--- src/hdl/etspt_pkg.sv ---
// ----------------------------------------------------------------------------
// Encoder-tuned strobe period timer package
// Shared transaction types, command codes and register indexes.
// ----------------------------------------------------------------------------
package etspt_pkg;

	localparam int TIMER_WIDTH = 16;

	// Command codes carried by an input transaction.
	typedef enum logic [1:0] {
		CMD_SAMPLE = 2'd0,
		CMD_SLOW   = 2'd1,
		CMD_SET    = 2'd2,
		CMD_TICK   = 2'd3
	} cmd_t;

	// Configuration register indexes.
	typedef enum logic [2:0] {
		REG_PULSE   = 3'd0,
		REG_OFFSET  = 3'd1,
		REG_REVERSE = 3'd2,
		REG_COLLECT = 3'd3,
		REG_REPORT  = 3'd4
	} reg_idx_t;

	localparam logic [15:0] SPACING_RESET = 16'h2fff;
	localparam logic [15:0] TOP_RESET     = 16'd12543;
	localparam logic [7:0]  PULSE_RESET   = 8'h01;
	localparam logic [9:0]  OFFSET_RESET  = 10'h1ff;
	localparam logic [7:0]  COLLECT_RESET = 8'd2;
	localparam logic [7:0]  REPORT_RESET  = 8'd28;
	localparam logic [15:0] SPACING_MAX   = 16'hffff;

	typedef struct packed {
		logic [1:0]  command;
		logic [1:0]  encoder_pins;
		logic [15:0] new_length;
	} item_t;

	typedef struct packed {
		logic [15:0] strobe_length;
		logic [15:0] period_top;
		logic        timer_running;
		logic        strobe_pin;
		logic        report;
		logic [15:0] timer_count;
	} result_t;

	// Outcome of a collect point, from the step unit to the top level.
	typedef struct packed {
		logic        fire;
		logic [7:0]  position;
		logic [15:0] spacing;
	} collect_t;

endpackage

--- src/hdl/etspt_collect.sv ---
// ----------------------------------------------------------------------------
// Encoder-tuned strobe period timer: collect step
// Turns the encoder position into an exponential, saturating spacing step.
// ----------------------------------------------------------------------------
module etspt_collect (
	input  logic [7:0]        position,
	input  logic [15:0]       spacing,
	output etspt_pkg::collect_t step
);

	logic signed [7:0] pos_s;
	logic signed [7:0] q;
	logic [5:0]        aq;
	logic              big;
	logic [16:0]       mag;
	logic [16:0]       up_sum;

	always_comb begin
		pos_s  = signed'(position);
		// Arithmetic shift gives the floored quotient by four.
		q      = pos_s >>> 2;
		aq     = q[7] ? 6'(-q) : 6'(q);
		// Steps of 4<<14 and more always leave the 16-bit range.
		big    = (aq >= 6'd14);
		mag    = 17'd4 << aq[3:0];
		up_sum = {1'b0, spacing} + mag;

		step.fire     = (q != 8'sd0);
		step.position = 8'(pos_s - q);
		if (!q[7]) begin
			if (big || up_sum[16]) begin
				step.spacing = etspt_pkg::SPACING_MAX;
			end else begin
				step.spacing = up_sum[15:0];
			end
		end else begin
			if (big || (mag > {1'b0, spacing})) begin
				step.spacing = 16'd0;
			end else begin
				step.spacing = 16'({1'b0, spacing} - mag);
			end
		end
	end

endmodule

--- src/hdl/encoder_tuned_strobe_period_timer_unit.sv ---
// ----------------------------------------------------------------------------
// Encoder-tuned strobe period timer
// Quadrature-tuned strobe spacing with a period timer and strobe pulse.
// ----------------------------------------------------------------------------
// Usage: the item channel (item_valid, item_stall, item) carries one command
// per transaction: an encoder pin sample, a slow tick, a direct length set or
// a timer tick. The result channel (result_valid, result_stall, result)
// returns exactly one transaction per item, holding the spacing, period top,
// run flag, strobe pin, report flag and period count after that item.
// The cfg channel (cfg_valid, cfg_ready, cfg_index, cfg_data) writes the five
// registers; cfg_ready is always high and writes are meant for an idle block.
// Path: an accepted item waits in the item register, and its result is then
// written to the result register. Throughput: one item per cycle while the
// receiver does not stall, set by the single compute stage between the two.
// Stalls: while the result register holds an untaken transaction and the
// receiver stalls, an item already in the item register waits and item_stall
// rises; otherwise a new item is taken every cycle.
// Reset: arst_n clears both valid flags, loads spacing 12287, top 12543,
// period count 0, timer running, and the register defaults.
// ----------------------------------------------------------------------------
module encoder_tuned_strobe_period_timer_unit (
	input  logic                clk,
	input  logic                arst_n,
	input  logic                item_valid,
	output logic                item_stall,
	input  etspt_pkg::item_t    item,
	output logic                result_valid,
	input  logic                result_stall,
	output etspt_pkg::result_t  result,
	input  logic                cfg_valid,
	output logic                cfg_ready,
	input  logic [2:0]          cfg_index,
	input  logic [15:0]         cfg_data
);

	// Configuration registers.
	logic [7:0] pulse_q;
	logic [9:0] offset_q;
	logic       reverse_q;
	logic [7:0] collect_ticks_q;
	logic [7:0] report_ticks_q;

	// Block state.
	logic [7:0]  position_q;
	logic [7:0]  collect_cnt_q;
	logic [7:0]  report_cnt_q;
	logic [15:0] spacing_q;
	logic [15:0] top_q;
	logic [15:0] counter_q;
	logic        running_q;

	// Item stage and result register.
	logic              valid_s1;
	etspt_pkg::item_t  item_s1;
	logic              out_valid_q;
	etspt_pkg::result_t out_q;

	// Next-state values.
	logic [7:0]  position_n;
	logic [7:0]  collect_cnt_n;
	logic [7:0]  report_cnt_n;
	logic [15:0] spacing_n;
	logic [15:0] top_n;
	logic [15:0] counter_n;
	logic        running_n;
	logic        report_n;
	logic        do_apply;
	logic [1:0]  phase;
	logic [7:0]  collect_inc;
	logic [7:0]  report_inc;
	logic [17:0] top_sum;

	etspt_pkg::collect_t coll;

	logic out_free;
	logic advance;

	// The result register can take a transaction when it is empty or being
	// drained this cycle; the item stage moves forward only then.
	assign out_free   = !out_valid_q || !result_stall;
	assign advance    = valid_s1 && out_free;
	assign item_stall = valid_s1 && !out_free;
	assign cfg_ready  = 1'b1;

	assign result_valid = out_valid_q;
	assign result       = out_q;

	etspt_collect u_collect (
		.position (position_q),
		.spacing  (spacing_q),
		.step     (coll)
	);

	always_comb begin
		position_n    = position_q;
		collect_cnt_n = collect_cnt_q;
		report_cnt_n  = report_cnt_q;
		spacing_n     = spacing_q;
		top_n         = top_q;
		counter_n     = counter_q;
		running_n     = running_q;
		report_n      = 1'b0;
		do_apply      = 1'b0;
		collect_inc   = collect_cnt_q + 8'd1;
		report_inc    = report_cnt_q + 8'd1;

		// Gray decode: pins 3 and 2 swap their phases, then optional reversal.
		phase = {item_s1.encoder_pins[1], item_s1.encoder_pins[1] ^ item_s1.encoder_pins[0]};
		if (reverse_q) begin
			phase = ~phase;
		end

		case (etspt_pkg::cmd_t'(item_s1.command))
			etspt_pkg::CMD_SAMPLE: begin
				if (2'(position_q + 8'd1) == phase) begin
					position_n = position_q + 8'd1;
				end else if (2'(position_q - 8'd1) == phase) begin
					position_n = position_q - 8'd1;
				end
			end
			etspt_pkg::CMD_SLOW: begin
				if (collect_inc > collect_ticks_q) begin
					collect_cnt_n = 8'd0;
					if (coll.fire) begin
						position_n = coll.position;
						spacing_n  = coll.spacing;
						do_apply   = 1'b1;
					end
				end else begin
					collect_cnt_n = collect_inc;
				end
				if (report_inc > report_ticks_q) begin
					report_cnt_n = 8'd0;
					report_n     = 1'b1;
				end else begin
					report_cnt_n = report_inc;
				end
			end
			etspt_pkg::CMD_SET: begin
				spacing_n = item_s1.new_length;
				do_apply  = 1'b1;
			end
			etspt_pkg::CMD_TICK: begin
				if (running_q) begin
					if (counter_q >= top_q) begin
						counter_n = 16'd0;
					end else begin
						counter_n = counter_q + 16'd1;
					end
				end
			end
			default: begin
			end
		endcase

		// A spacing change reprograms the top, or stops the timer when the
		// top would not fit in the counter.
		top_sum = {2'b00, spacing_n} + {10'd0, pulse_q} + {8'd0, offset_q};
		if (do_apply) begin
			if (top_sum >= 18'((1 << etspt_pkg::TIMER_WIDTH) - 1)) begin
				running_n = 1'b0;
			end else begin
				top_n     = top_sum[15:0];
				running_n = 1'b1;
				if (counter_q >= top_sum[15:0]) begin
					counter_n = 16'd0;
				end
			end
		end
	end

	// Configuration writes.
	always_ff @(posedge clk or negedge arst_n) begin
		if (!arst_n) begin
			pulse_q         <= etspt_pkg::PULSE_RESET;
			offset_q        <= etspt_pkg::OFFSET_RESET;
			reverse_q       <= 1'b1;
			collect_ticks_q <= etspt_pkg::COLLECT_RESET;
			report_ticks_q  <= etspt_pkg::REPORT_RESET;
		end else if (cfg_valid && cfg_ready) begin
			case (etspt_pkg::reg_idx_t'(cfg_index))
				etspt_pkg::REG_PULSE:   pulse_q         <= cfg_data[7:0];
				etspt_pkg::REG_OFFSET:  offset_q        <= cfg_data[9:0];
				etspt_pkg::REG_REVERSE: reverse_q       <= cfg_data[0];
				etspt_pkg::REG_COLLECT: collect_ticks_q <= cfg_data[7:0];
				etspt_pkg::REG_REPORT:  report_ticks_q  <= cfg_data[7:0];
				default: begin
				end
			endcase
		end
	end

	// State update, one item per cycle while the result register can take it.
	always_ff @(posedge clk or negedge arst_n) begin
		if (!arst_n) begin
			position_q    <= 8'd0;
			collect_cnt_q <= 8'd0;
			report_cnt_q  <= 8'd0;
			spacing_q     <= etspt_pkg::SPACING_RESET;
			top_q         <= etspt_pkg::TOP_RESET;
			counter_q     <= 16'd0;
			running_q     <= 1'b1;
		end else if (advance) begin
			position_q    <= position_n;
			collect_cnt_q <= collect_cnt_n;
			report_cnt_q  <= report_cnt_n;
			spacing_q     <= spacing_n;
			top_q         <= top_n;
			counter_q     <= counter_n;
			running_q     <= running_n;
		end
	end

	// Valid flags of the item stage and the result register.
	always_ff @(posedge clk or negedge arst_n) begin
		if (!arst_n) begin
			valid_s1    <= 1'b0;
			out_valid_q <= 1'b0;
		end else begin
			if (!item_stall) begin
				valid_s1 <= item_valid;
			end
			if (out_free) begin
				out_valid_q <= valid_s1;
			end
		end
	end

	// Payload registers.
	always_ff @(posedge clk) begin
		if (item_valid && !item_stall) begin
			item_s1 <= item;
		end
		if (advance) begin
			out_q.strobe_length <= spacing_n;
			out_q.period_top    <= top_n;
			out_q.timer_running <= running_n;
			out_q.strobe_pin    <= (counter_n >= {8'd0, pulse_q});
			out_q.report        <= report_n;
			out_q.timer_count   <= counter_n;
		end
	end

endmodule

--- config.mk ---
export PLATFORM = sky130hd
export DESIGN_NAME = encoder_tuned_strobe_period_timer_unit
export DESIGN_NICKNAME = d
export VERILOG_FILES = /design/src/hdl/etspt_pkg.sv /design/src/hdl/etspt_collect.sv /design/src/hdl/encoder_tuned_strobe_period_timer_unit.sv
export SDC_FILE = /design/constraint.sdc
export NUM_CORES = 1
export LEC_CHECK = 0
export ABC_AREA = 1
export BUFFER_PORTS_ARGS = -buffer_cell sky130_fd_sc_hd__buf_2
export CORE_MARGIN = 2
export CORE_UTILIZATION = 50
export CTS_BUF_LIST = sky130_fd_sc_hd__clkbuf_8
export CTS_CLUSTER_DIAMETER = 50
export DETAILED_ROUTE_END_ITERATION = 10
export PLACE_DENSITY = 0.68
export RECOVER_POWER = 50
export SLEW_MARGIN = 15
export SYNTH_ARGS = -nofsm -noshare
export SYNTH_HDL_FRONTEND = slang
export SYNTH_HIERARCHICAL = 1
export SYNTH_SLANG_ARGS = --single-unit
--- constraint.sdc ---
create_clock -name clk -period 9.9 [get_ports clk]
set_input_delay 0 -clock clk [delete_from_list [all_inputs] [get_ports clk]]
set_output_delay 0 -clock clk [all_outputs]
set_load 0.05 [all_outputs]
==> flow_metrics.tcl <==
set metrics [dict create \
    async_flop_share 0.6077 \
    slew-limit-headroom -1.512 \
    grt.busiest_layer "met2" \
    drive_gt1_frac 0.1189 \
    firstDrtPassIters 5 \
    tightest_slew_ns 3.769 \
    slowest_stage "fa_1" \
    slew_viol_final 134 \
    synth-edff-count 71 \
    grt_pass1_vias 10240 \
    insertion_delay_ns 0.48 \
    peakVddDrop_v 0.0001359 \
    ioPinCount 98 \
    cts.sinks 181 \
    final_nets 1923 \
    critPathBufInv 8 \
    drcViolationCount 0 \
    cp-start-kind "flop" \
    clockRootBuffer "clkbuf_8" \
    cp-end-kind "flop" \
    worst_hold_slack_ns 0.09596 \
    dieHeight_microns 164.7 \
    worst_path_most_repeated_cell "nor2_1" \
    grt_use_met3 0.03541 \
    use_met1 0.3700 \
    seq_area_frac_synth 0.3823 \
    finalSetupViolCount 0 \
    max_stage_delay_ns 0.49 \
    use_met2 0.3924 \
    netlist_area_sq_um 12910 \
    start_util 0.5110 \
    syn_to_final_growth_pct 12.64 \
    routed_wl_microns 33200 \
    drtAntennaViolNets 0 \
    min_period_over_period 0.9208 \
    regArea_sq_um 4935 \
    cts.clk_slew.worst_paths_ns 0.12 \
    grt_max_degree 99 \
    cpLargestDelayFamily "simple AND/OR/NAND/NOR gates" \
    critPathRequiredTime_ns 10.14 \
    cts_tree "built" \
    synth_top_area_frac 0.1652 \
    regToRegStartpoint "position_q[3]$_DFFE_PN0P_" \
    gr-usage-all-layers 0.2516 \
    n_fill_cell 2374 \
    synthTopCellsByArea "edfxtp_1, dfrtp_1, ha_1" \
    path_class "reg2reg" \
    coreArea_sq_um 25250 \
    vias 10980 \
    drt_iter0_markers 857 \
    crit_arrival_ns 9.36 \
    violations "capacitance limit, slew limit" \
    rsz0062_at_grt "false" \
    viasPerCell 5.258 \
    grt_pass1_wl_microns 53140 \
    fmaxAchievable_mhz 109.7 \
    dieArea_sq_um 27110 \
    clock-skew-final_ns 0.02024 \
    rows 58 \
    cap_viol_max_count 3 \
    yosysUniqueCellTypes 59 \
    syn_area_per_cell_sq_um 8.001 \
    cts_max_level 4 \
    worst-path-max-fanout 10 \
    ys.flop_type "edfxtp_1" \
    final_util 0.5757 \
    final.setup.tns_ns 0 \
    multiInputGateArea_sq_um 6788 \
    die_width_microns 164.7 \
    hold_path.class "in2reg" \
    synth_nets 1791 \
    gr-total-overflow 0 \
    port_buffers 90 \
    synth_top_cell_by_area "edfxtp_1" \
    finalHoldViolCount 0 \
    ys_warn_count 6 \
    min_from "cfg_valid" \
    crit_path_start "position_q[3]$_DFFE_PN0P_" \
    grt_antenna_before_repair 0 \
    post-dp-hpwl_microns 24540 \
    antenna_cells 0 \
    outcome "finished, violations left" \
    post-route-min-period_ns 9.116 \
    routedWlPerCell_microns 15.90 \
    leakage_nw 7.003 \
    cts_buffer_depth 2 \
    place_congestion 0.9334 \
    cts_buffers 17 \
    power.density_nw_per_um2 310.2 \
    ys_seq_elements 181 \
    netlist_instances 1613 \
]
==> cell families after synthesis <==
group,count (synthesis),share of synthesized area
xor gates and xnor gates,59,0.04149
AOI/OAI and AO/OA,294,0.1296
DFF,181,0.3823
buffers and inverters,311,0.09462
muxes,2,0.001745
and+or+nand+nor,631,0.2137
adders and majority gates,134,0.1363
other,1,0.0002906
==> repair_timing <==
action,CTS,global route
hold buffers,38,0
setup endpoints to repair,0,1
endpoints found under the hold margin,101,0
resized for setup,0,10
setup buffers,0,12
==> layout by cell type (no fill, tap or decap), types with 14 or more instances in the layout <==
cell type      netlist  routed
o21ai_1             38      36
nor2_1             106     102
dfrtp_1             71      70
nand3_1             65      65
clkbuf_8             0      17
nand2_1            359     359
nand2_2             14      15
buf_2                8      34
buf_4                7      24
o21ai_0            113     113
edfxtp_1            71      71
clkbuf_1            20      57
ha_1               123     122
nor2_2              10      14
xor2_1              52      52
a21oi_1             64      63
inv_2               15      15
inv_1              252     252
dlygate4sd3_1        0      38
o22ai_1             15      14
dfstp_2             39      39
nand4_1             34      34
==> path summary, 6_finish.rpt <==
check                      slack [ns]  depth (start not counted)                       endpoint
setup / recovery                 0.78                         60           result[17]$_DFFE_PP_
hold / removal                    0.1                          3  report_ticks_q[4]$_DFFE_PN1P_
setup reg to reg                 0.78                         60           result[17]$_DFFE_PP_
hold reg to reg                  0.49                          2       result_valid$_DFFE_PN0N_
max in group asynchronous        4.51                          3        offset_q[9]$_DFFE_PN0P_
min in group asynchronous        0.82                          2    report_cnt_q[2]$_DFFE_PN0P_
==> tightest hold or removal path, cell delays in order <==
cell and delay (ns):
buf_2 0.10, nand3_1 0.33, o21ai_0 0.13
==> state kept, by name (all words and copies together) (netlist names), 8 cells and up <==
signal,flops
top_q,16
item_s1,20
counter_q,16
result,51
collect_cnt_q,8
position_q,8
collect_ticks_q,8
pulse_q,8
report_cnt_q,8
offset_q,10
report_ticks_q,8
spacing_q,16
==> where the power goes <==
group          switching [mW]  internal [mW]
registers               0.174           1.04
clock network           0.327          0.242
logic                    1.82          0.907
total                    2.32           2.18
==> synthesized netlist by cell type (3+ instances only) <==
library cell  number
o22ai_1           15
xnor2_1            6
buf_2              8
nor3_1            13
nor2_2            10
a21oi_2            4
o21ai_1           38
dfrtp_1           71
o21a_1             6
nand2_2           14
o21ai_2            5
inv_2             15
clkbuf_1          20
dfstp_2           39
nand2_4            6
a22oi_1           13
inv_1            252
nand2_1          359
or2_1              4
xor2_1            52
a21o_1             5
buf_1              4
or2_2              4
ha_1             123
nor4_1             4
nand4_1           34
and2_1             3
nor2_4             3
a31oi_1            4
a21oi_1           64
fa_1              11
o21bai_1           6
nor2_1           106
nand3_1           65
o211ai_1           5
buf_4              7
o21ai_0          113
edfxtp_1          71
==> final cells by class <==
| class | count | area share |
|---|---|---|
| Clock buffer | 17 | 0.01609 |
| Clock inverter | 15 | 0.01429 |
| Inverter | 270 | 0.06989 |
| Multi-Input combinational cell | 1122 | 0.4669 |
| Sequential cell | 181 | 0.3394 |
| Tap cell | 330 | 0.02840 |
| Timing Repair Buffer | 153 | 0.06498 |
==> per-stage QoR <==
| stage | setup slack (ns) | instances | power [mW] | cell area, sq um |
|---|---|---|---|---|
| 3_5_place_dp | 0.3451 | 2005 | 3.847 | 13670 |
| 2_1_floorplan | 1.440 | 1613 | 3.230 | 12910 |
| 6_report | 0.7836 | 2088 | 4.509 | 14540 |
| 4_1_cts | 0.2889 | 2075 | 4.447 | 14490 |
| 5_1_grt | 0.02969 | 2088 | 4.929 | 14540 |
| 3_3_place_gp | 0.4816 | 2005 | 3.799 | 13670 |
==> metal layers <==
metal,share of wire,vias up
li1,-,5542
met1,0.49,5110
met2,0.44,296
met3,0.050,30
met4,0.014,0
met5,0,-
Power figures use the tool's default switching activity.
